File: src/hw/rtl/dcrc_pkg.sv
// Types and constants shared by the radix converter modules
`default_nettype none

package dcrc_pkg;

    localparam int CODED_W   = 31;
    localparam int BASE_W    = 4;
    localparam int S_TDATA_W = 40;
    localparam int M_TDATA_W = 64;
    localparam int STAT_W    = 2;

    localparam int VALUE_W  = 31;
    localparam int WEIGHT_W = 30;

    localparam logic [BASE_W-1:0] BASE_MIN  = 4'd2;
    localparam logic [BASE_W-1:0] BASE_MAX  = 4'd10;
    localparam logic [BASE_W-1:0] DEC_RADIX = 4'd10;

    // Shared divider: 32-bit dividend, eight quotient bits per cycle
    localparam int DIV_W     = 32;
    localparam int DIV_BITS  = 8;
    localparam int DIV_STEPS = DIV_W / DIV_BITS;
    localparam int DIV_CNT_W = $clog2(DIV_STEPS);

    typedef enum logic [STAT_W-1:0] {
        ST_OK       = 2'd0,
        ST_BAD_BASE = 2'd1,
        ST_OVERFLOW = 2'd2
    } status_t;

    typedef struct packed {
        logic    load;
        logic    to_out;
        logic    div_start;
        logic    div_ten;
        logic    in_acc;
        logic    out_acc;
        logic    out_load;
        status_t code;
    } dcrc_cmd_t;

    typedef struct packed {
        logic bad_base;
        logic num_zero;
        logic in_last;
        logic out_last;
        logic div_done;
        logic out_free;
    } dcrc_stat_t;

endpackage

`default_nettype wire

File: src/hw/rtl/dcrc_div.sv
// Iterative divider by a small divisor, eight quotient bits per cycle
`default_nettype none

module dcrc_div (
    input  wire logic                         aclk,
    input  wire logic                         aresetn,
    input  wire logic                         start,
    input  wire logic [dcrc_pkg::DIV_W-1:0]   dividend,
    input  wire logic [dcrc_pkg::BASE_W-1:0]  divisor,
    output logic                              done,
    output logic [dcrc_pkg::DIV_W-1:0]        quotient,
    output logic [dcrc_pkg::BASE_W-1:0]       remainder
);
    import dcrc_pkg::*;

    logic                 busy_reg, busy_next;
    logic                 done_reg, done_next;
    logic [DIV_CNT_W-1:0] cnt_reg, cnt_next;
    logic [DIV_W-1:0]     q_reg, q_next;
    logic [BASE_W-1:0]    r_reg, r_next;
    logic [BASE_W-1:0]    d_reg, d_next;
    logic [DIV_W-1:0]     q_step;
    logic [BASE_W-1:0]    r_step;

    // Restoring division over DIV_BITS bits; remainder stays below the divisor
    always_comb begin
        logic [BASE_W:0] t;
        q_step = q_reg;
        r_step = r_reg;
        for (int i = 0; i < DIV_BITS; i++) begin
            t      = {r_step, q_step[DIV_W-1]};
            q_step = {q_step[DIV_W-2:0], 1'b0};
            if (t >= {1'b0, d_reg}) begin
                t         = t - {1'b0, d_reg};
                q_step[0] = 1'b1;
            end
            r_step = t[BASE_W-1:0];
        end
    end

    always_comb begin
        busy_next = busy_reg;
        done_next = 1'b0;
        cnt_next  = cnt_reg;
        q_next    = q_reg;
        r_next    = r_reg;
        d_next    = d_reg;
        if (start) begin
            busy_next = 1'b1;
            cnt_next  = '0;
            q_next    = dividend;
            r_next    = '0;
            d_next    = divisor;
        end else if (busy_reg) begin
            q_next   = q_step;
            r_next   = r_step;
            cnt_next = cnt_reg + 1'b1;
            if (cnt_reg == DIV_CNT_W'(DIV_STEPS - 1)) begin
                busy_next = 1'b0;
                done_next = 1'b1;
            end
        end
    end

    always_ff @(posedge aclk) begin
        if (!aresetn) begin
            busy_reg <= 1'b0;
            done_reg <= 1'b0;
            cnt_reg  <= '0;
        end else begin
            busy_reg <= busy_next;
            done_reg <= done_next;
            cnt_reg  <= cnt_next;
        end
    end

    always_ff @(posedge aclk) begin
        q_reg <= q_next;
        r_reg <= r_next;
        d_reg <= d_next;
    end

    assign done      = done_reg;
    assign quotient  = q_reg;
    assign remainder = r_reg;

endmodule

`default_nettype wire

File: src/hw/rtl/dcrc_datapath.sv
// Datapath: digit weighing, target-base packing and output register
`default_nettype none

module dcrc_datapath #(
    parameter int MAX_IN_DIGITS  = 10,
    parameter int MAX_OUT_DIGITS = 19
) (
    input  wire logic                             aclk,
    input  wire logic                             aresetn,
    input  wire dcrc_pkg::dcrc_cmd_t              cmd,
    output dcrc_pkg::dcrc_stat_t                  stat,
    input  wire logic [dcrc_pkg::S_TDATA_W-1:0]   s_tdata,
    output logic                                  m_tvalid,
    input  wire logic                             m_tready,
    output logic [dcrc_pkg::M_TDATA_W-1:0]        m_tdata,
    output logic [dcrc_pkg::STAT_W-1:0]           m_tuser
);
    import dcrc_pkg::*;

    localparam int IN_CNT_W  = $clog2(MAX_IN_DIGITS + 1);
    localparam int OUT_CNT_W = $clog2(MAX_OUT_DIGITS + 1);

    logic [CODED_W-1:0] in_coded;
    logic [BASE_W-1:0]  in_sb, in_tb;

    logic [VALUE_W-1:0]   num_reg, num_next;
    logic [BASE_W-1:0]    sb_reg, sb_next;
    logic [BASE_W-1:0]    tb_reg, tb_next;
    logic [VALUE_W-1:0]   value_reg, value_next;
    logic [WEIGHT_W-1:0]  weight_reg, weight_next;
    logic [M_TDATA_W-1:0] packed_reg, packed_next;
    logic [M_TDATA_W-1:0] scale_reg, scale_next;
    logic [IN_CNT_W-1:0]  in_cnt_reg, in_cnt_next;
    logic [OUT_CNT_W-1:0] out_cnt_reg, out_cnt_next;

    logic                 m_tvalid_reg, m_tvalid_next;
    logic [M_TDATA_W-1:0] m_tdata_reg, m_tdata_next;
    logic [STAT_W-1:0]    m_tuser_reg, m_tuser_next;

    logic                     div_done;
    logic [DIV_W-1:0]         div_quo;
    logic [BASE_W-1:0]        div_rem;
    logic [BASE_W-1:0]        div_divisor;
    logic [WEIGHT_W+BASE_W-1:0] digit_term;
    logic [WEIGHT_W+BASE_W-1:0] weight_prod;
    logic [M_TDATA_W-1:0]     out_term;

    assign in_coded = s_tdata[CODED_W-1:0];
    assign in_sb    = s_tdata[CODED_W +: BASE_W];
    assign in_tb    = s_tdata[CODED_W+BASE_W +: BASE_W];

    assign div_divisor = cmd.div_ten ? DEC_RADIX : tb_reg;

    dcrc_div u_div (
        .aclk      (aclk),
        .aresetn   (aresetn),
        .start     (cmd.div_start),
        .dividend  ({{(DIV_W-VALUE_W){1'b0}}, num_reg}),
        .divisor   (div_divisor),
        .done      (div_done),
        .quotient  (div_quo),
        .remainder (div_rem)
    );

    assign digit_term  = div_rem * weight_reg;
    assign weight_prod = weight_reg * sb_reg;
    assign out_term    = {{(M_TDATA_W-BASE_W){1'b0}}, div_rem} * scale_reg;

    always_comb begin
        num_next     = num_reg;
        sb_next      = sb_reg;
        tb_next      = tb_reg;
        value_next   = value_reg;
        weight_next  = weight_reg;
        packed_next  = packed_reg;
        scale_next   = scale_reg;
        in_cnt_next  = in_cnt_reg;
        out_cnt_next = out_cnt_reg;
        if (cmd.load) begin
            num_next     = in_coded;
            sb_next      = in_sb;
            tb_next      = in_tb;
            value_next   = '0;
            weight_next  = WEIGHT_W'(1);
            packed_next  = '0;
            scale_next   = M_TDATA_W'(1);
            in_cnt_next  = '0;
            out_cnt_next = '0;
        end
        if (cmd.to_out) begin
            num_next = value_reg;
        end
        if (cmd.in_acc) begin
            num_next    = div_quo[VALUE_W-1:0];
            value_next  = value_reg + digit_term[VALUE_W-1:0];
            weight_next = weight_prod[WEIGHT_W-1:0];
            in_cnt_next = in_cnt_reg + 1'b1;
        end
        if (cmd.out_acc) begin
            num_next     = div_quo[VALUE_W-1:0];
            packed_next  = packed_reg + out_term;
            scale_next   = (scale_reg << 3) + (scale_reg << 1);
            out_cnt_next = out_cnt_reg + 1'b1;
        end
    end

    // Output register: hold until taken, accept a new result when free
    always_comb begin
        m_tvalid_next = m_tvalid_reg;
        m_tdata_next  = m_tdata_reg;
        m_tuser_next  = m_tuser_reg;
        if (m_tvalid_reg && m_tready) begin
            m_tvalid_next = 1'b0;
        end
        if (cmd.out_load) begin
            m_tvalid_next = 1'b1;
            m_tdata_next  = (cmd.code == ST_OK) ? packed_reg : '0;
            m_tuser_next  = cmd.code;
        end
    end

    always_ff @(posedge aclk) begin
        if (!aresetn) begin
            m_tvalid_reg <= 1'b0;
        end else begin
            m_tvalid_reg <= m_tvalid_next;
        end
    end

    always_ff @(posedge aclk) begin
        num_reg     <= num_next;
        sb_reg      <= sb_next;
        tb_reg      <= tb_next;
        value_reg   <= value_next;
        weight_reg  <= weight_next;
        packed_reg  <= packed_next;
        scale_reg   <= scale_next;
        in_cnt_reg  <= in_cnt_next;
        out_cnt_reg <= out_cnt_next;
        m_tdata_reg <= m_tdata_next;
        m_tuser_reg <= m_tuser_next;
    end

    assign stat.bad_base = (in_sb < BASE_MIN) || (in_sb > BASE_MAX) ||
                           (in_tb < BASE_MIN) || (in_tb > BASE_MAX);
    assign stat.num_zero = (num_reg == '0);
    assign stat.in_last  = (in_cnt_reg == IN_CNT_W'(MAX_IN_DIGITS));
    assign stat.out_last = (out_cnt_reg == OUT_CNT_W'(MAX_OUT_DIGITS));
    assign stat.div_done = div_done;
    assign stat.out_free = !m_tvalid_reg || m_tready;

    assign m_tvalid = m_tvalid_reg;
    assign m_tdata  = m_tdata_reg;
    assign m_tuser  = m_tuser_reg;

endmodule

`default_nettype wire

File: src/hw/rtl/dcrc_ctrl.sv
// Controller state machine sequencing the digit loops
`default_nettype none

module dcrc_ctrl (
    input  wire logic                  aclk,
    input  wire logic                  aresetn,
    input  wire logic                  s_tvalid,
    output logic                       s_tready,
    input  wire dcrc_pkg::dcrc_stat_t  stat,
    output dcrc_pkg::dcrc_cmd_t        cmd
);
    import dcrc_pkg::*;

    typedef enum logic [7:0] {
        S_IDLE      = 8'b0000_0001,
        S_IN_CHECK  = 8'b0000_0010,
        S_IN_DIV    = 8'b0000_0100,
        S_IN_ACC    = 8'b0000_1000,
        S_OUT_CHECK = 8'b0001_0000,
        S_OUT_DIV   = 8'b0010_0000,
        S_OUT_ACC   = 8'b0100_0000,
        S_FINISH    = 8'b1000_0000
    } state_t;

    state_t  state_reg, state_next;
    status_t code_reg, code_next;

    always_comb begin
        state_next    = state_reg;
        code_next     = code_reg;
        cmd           = '0;
        cmd.code      = code_reg;
        s_tready      = 1'b0;
        case (state_reg)
            S_IDLE: begin
                s_tready = 1'b1;
                if (s_tvalid) begin
                    cmd.load = 1'b1;
                    if (stat.bad_base) begin
                        code_next  = ST_BAD_BASE;
                        state_next = S_FINISH;
                    end else begin
                        code_next  = ST_OK;
                        state_next = S_IN_CHECK;
                    end
                end
            end
            S_IN_CHECK: begin
                // Stop weighing once the coded number runs out of digits or the input digit limit is reached
                if (stat.num_zero || stat.in_last) begin
                    cmd.to_out = 1'b1;
                    state_next = S_OUT_CHECK;
                end else begin
                    cmd.div_start = 1'b1;
                    cmd.div_ten   = 1'b1;
                    state_next    = S_IN_DIV;
                end
            end
            S_IN_DIV: begin
                if (stat.div_done) begin
                    state_next = S_IN_ACC;
                end
            end
            S_IN_ACC: begin
                cmd.in_acc = 1'b1;
                state_next = S_IN_CHECK;
            end
            S_OUT_CHECK: begin
                if (stat.num_zero) begin
                    state_next = S_FINISH;
                end else if (stat.out_last) begin
                    code_next  = ST_OVERFLOW;
                    state_next = S_FINISH;
                end else begin
                    cmd.div_start = 1'b1;
                    state_next    = S_OUT_DIV;
                end
            end
            S_OUT_DIV: begin
                if (stat.div_done) begin
                    state_next = S_OUT_ACC;
                end
            end
            S_OUT_ACC: begin
                cmd.out_acc = 1'b1;
                state_next  = S_OUT_CHECK;
            end
            S_FINISH: begin
                // Hold the result until the output register frees up
                if (stat.out_free) begin
                    cmd.out_load = 1'b1;
                    state_next   = S_IDLE;
                end
            end
            default: begin
                state_next = S_IDLE;
            end
        endcase
    end

    always_ff @(posedge aclk) begin
        if (!aresetn) begin
            state_reg <= S_IDLE;
            code_reg  <= ST_OK;
        end else begin
            state_reg <= state_next;
            code_reg  <= code_next;
        end
    end

endmodule

`default_nettype wire

File: src/hw/rtl/decimal_coded_radix_converter.sv
// Top level: decimal-coded radix converter
// Input transfer to result valid: a bad base goes straight to the result; otherwise the input
// digits are weighed and then the output digits are produced, one digit at a time.
// Each digit passes a check, four 8-bit divider steps, the divider's done and an accumulate step.
// Throughput: one item in work at a time; the next transfer can follow in the cycle after the
// result loads. A new item is taken while the previous result waits in the output register.
// Reset (aresetn low, synchronous) empties the output and returns to idle.
`default_nettype none

module decimal_coded_radix_converter #(
    parameter int MAX_IN_DIGITS  = 10,
    parameter int MAX_OUT_DIGITS = 19
) (
    input  wire logic                            aclk,
    input  wire logic                            aresetn,
    input  wire logic                            s_tvalid,
    output logic                                 s_tready,
    // coded_number[30:0], source_base[34:31], target_base[38:35], zero pad[39]
    input  wire logic [dcrc_pkg::S_TDATA_W-1:0]  s_tdata,
    output logic                                 m_tvalid,
    input  wire logic                            m_tready,
    // converted_number[63:0]
    output logic [dcrc_pkg::M_TDATA_W-1:0]       m_tdata,
    // status[1:0]
    output logic [dcrc_pkg::STAT_W-1:0]          m_tuser
);
    import dcrc_pkg::*;

    dcrc_cmd_t  cmd;
    dcrc_stat_t stat;

    dcrc_ctrl u_ctrl (
        .aclk     (aclk),
        .aresetn  (aresetn),
        .s_tvalid (s_tvalid),
        .s_tready (s_tready),
        .stat     (stat),
        .cmd      (cmd)
    );

    dcrc_datapath #(
        .MAX_IN_DIGITS  (MAX_IN_DIGITS),
        .MAX_OUT_DIGITS (MAX_OUT_DIGITS)
    ) u_datapath (
        .aclk     (aclk),
        .aresetn  (aresetn),
        .cmd      (cmd),
        .stat     (stat),
        .s_tdata  (s_tdata),
        .m_tvalid (m_tvalid),
        .m_tready (m_tready),
        .m_tdata  (m_tdata),
        .m_tuser  (m_tuser)
    );

endmodule

`default_nettype wire

File: config.mk
export PLATFORM = sky130hd
export DESIGN_NAME = decimal_coded_radix_converter
export DESIGN_NICKNAME = d
export VERILOG_FILES = /design/src/hw/rtl/dcrc_pkg.sv /design/src/hw/rtl/dcrc_div.sv /design/src/hw/rtl/dcrc_datapath.sv /design/src/hw/rtl/dcrc_ctrl.sv /design/src/hw/rtl/decimal_coded_radix_converter.sv
export SDC_FILE = /design/constraint.sdc
export NUM_CORES = 2
export LEC_CHECK = 0
export BUFFER_PORTS_ARGS = -buffer_cell sky130_fd_sc_hd__buf_2
export CAP_MARGIN = 20
export CORE_MARGIN = 3
export CORE_UTILIZATION = 50
export CTS_CLUSTER_SIZE = 12
export DETAILED_ROUTE_END_ITERATION = 8
export GPL_TIMING_DRIVEN = 1
export PLACE_DENSITY = 0.63
export SYNTH_ARGS = -nofsm -noshare
export SYNTH_HDL_FRONTEND = slang
export SYNTH_SLANG_ARGS = --single-unit
File: constraint.sdc
create_clock -name aclk -period 30.3 [get_ports aclk]
set_clock_uncertainty 0.1 [all_clocks]
set_input_delay 1.515 -clock aclk [delete_from_list [all_inputs] [get_ports aclk]]
set_output_delay 1.515 -clock aclk [all_outputs]
set_load 0.05 [all_outputs]
==> out/qor.yml <==
cts:
  cts_htree_levels: 2
  cts-root-buf: "clkbuf_16"
  cts_sinks: 358
  numCtsBuffers: 45
  cts_hold_buf: 0
  clk_path_buf_depth: 3
  clock_latency_ns: 0.58
  cts_resized: 0
  clk_pin_slew_worst_paths_ns: 0.06
  postCtsSetupRepairBufs: 0
  cts_tree: "yes"
outcome:
  outcome: "complete, no violations"
layout:
  regArea_sq_um: 10560
  drive_gt1_share_pct: 6.720
  final_cell_mix: "nand2_1 (561), edfxtp_1 (338), fa_1 (327)"
  fill_cells: 5904
  num_antenna_cells: 0
  multiInputGateArea_sq_um: 21720
  area_delta_synth_final_pct: 8.507
  fin_nets: 4178
  final_common_cell: "nand2_1"
  instances_no_fill: 4480
yosys:
  syn_area_sq_um: 33870
  ys_seq_area_share_pct: 31.15
  synth_cells: 3522
  synth_cell_types: 78
  async_flop_share_pct: 0
  syn_nets: 4120
  synth_seq_cells: 358
  yosysWarnings: 0
  synth_area_per_cell_sq_um: 9.617
  synth-edff-count: 338
  synth_ff_type: "edfxtp_1"
floorplan:
  die_width_um: 266.3
  io_pins: 112
  die_y_um: 266.3
  rows: 94
  die_area_sq_um: 70900
  start_util_pct: 50.97
  core-area_sq_um: 66450
sta:
  fmax_mhz: 69.79
  slew_headroom_pct: 26.98
  fin_ws_ns: 15.97
  setup_viol: 0
  finalHoldViolations: 0
  finalSetupTns_ns: 0
  slew_violations: 0
  rsz0062_at_grt: "false"
  worst_pin_slew_ns: 1.095
  fin_crit_ns: 14.33
  min_period_over_period_pct: 47.29
  timing.hold.ws_ns: 0.4098
route:
  final_antenna_net_count: 0
  first_pass_iters: 5
  drtIter0Drc: 1572
  wirelength_um: 77000
  detail_route.wl_per_cell_um: 17.19
  drc_errors: 0
  via_per_inst: 5.581
  dr_total_vias: 25000
critical_path:
  start_kind: "flop"
  crit_buf_inv: 4
  critPathKind: "flop to flop"
  cp_common_cell: "ha_1"
  endpoint_kind: "flop"
  crit_required_ns: 30.71
  slowest_delay_ns: 0.74
  path_delay_family: "compound AO/OA/AOI/OAI gates"
  critical_path.slowest_cell: "edfxtp_1"
  worstPathMaxFanout: 10
  crit_arrival_ns: 14.74
place:
  gp_congestion: 0.8810
  numPortBuffers: 110
  dp_cells: 4395
  place_ws_ns: 16.00
  hpwlAfterDp_um: 56880
grt:
  grt_max_degree: 97
  grt_pass1_wl_um: 128800
  antenna_found_initial: 0
  grt_pass1_vias: 25170
  grt_overflow_total: 0
  grt_util_all_layers_pct: 22.07
flow_run:
  maxCapViolations: 0
worst_hold_path:
  min_path_type: "flop to flop"
worst paths after layout:
path / startpoint / endpoint / slack, ns / depth (start not counted)
worst max register to register: u_datapath.u_div.d_reg[1]$_SDFFCE_PP1P_ / u_datapath.u_div.remainder[0]$_SDFFE_PP0P_ / 15.97 / 60
worst min-delay path: u_datapath.u_div.cnt_reg[1]$_SDFFE_PP0P_ / u_datapath.u_div.cnt_reg[1]$_SDFFE_PP0P_ / 0.41 / 2
worst min register to register: u_datapath.u_div.cnt_reg[1]$_SDFFE_PP0P_ / u_datapath.u_div.cnt_reg[1]$_SDFFE_PP0P_ / 0.41 / 2
worst max-delay path: u_datapath.u_div.d_reg[1]$_SDFFCE_PP1P_ / u_datapath.u_div.remainder[0]$_SDFFE_PP0P_ / 15.97 / 60
synthesized netlist by cell type, types with 30 or more instances:
cell	instances	area [sq um]
ha_1	227	2840
fa_1	327	6546
edfxtp_1	338	10150
xnor2_1	107	937.2
a21o_1	112	840.8
nand2_1	564	2117
and2_1	211	1320
nand2b_1	37	231.5
a21oi_1	165	825.8
xor2_1	79	691.9
inv_1	319	1197
nor2_1	274	1028
mux2i_1	41	410.4
clkbuf_1	100	375.4
nand3_1	41	205.2
nor3_1	49	245.2
o21a_1	30	225.2
o21ai_0	152	760.7
cells by family (layout without fill, tap and decap cells):
group,count (synthesis),in the layout,synth area share (%)
AO/OA/AOI/OAI,624,624,11.83
AND/OR/NAND/NOR,1313,1313,17.96
adder cells (fa/ha/maj),554,554,27.71
flip-flops,358,358,31.15
buffers and inverters,434,528,4.854
multiplexers,53,53,1.688
XOR/XNOR,186,186,4.810
per-stage QoR:
step	cell area, sq um	utilization, %
after floorplan	33870	-
after global placement	35220	52.99
after detailed placement	35220	52.99
after CTS	36730	55.27
after global routing	36750	55.31
final	36750	55.31
layer usage:
| layer | global-route usage [%] | routed length [um] | up-vias |
|---|---|---|---|
| met2 | 35.26 | 35030 | 559 |
| met1 | 32.25 | 36660 | 12310 |
| met4 | 5.616 | 1780 | 0 |
| li1 | - | - | 12030 |
| met5 | 0 | 0 | - |
| met3 | 2.475 | 3525 | 105 |
layout make-up:
type / instances / area share (%)
tap: 864 / 2.941
clock inverter: 27 / 0.8171
timing repair buffer: 126 / 1.859
multi-input combinational: 2730 / 59.09
inverter: 319 / 3.265
clock buffer: 56 / 3.292
sequential: 358 / 28.74
worst reg2reg max path: cells and delay by family, from the launching register on:
kind / cells / cell delay (ns)
multiplexers: 8 / 2.69
buffers and inverters: 4 / 0.73
AO/OA/AOI/OAI: 24 / 5.03
adder cells (fa/ha/maj): 8 / 2.36
flip-flops: 1 / 0.74
AND/OR/NAND/NOR: 16 / 2.63
Power is not shown: default switching activity piles up to over one toggle a cycle in this logic, so the estimate is an artifact.
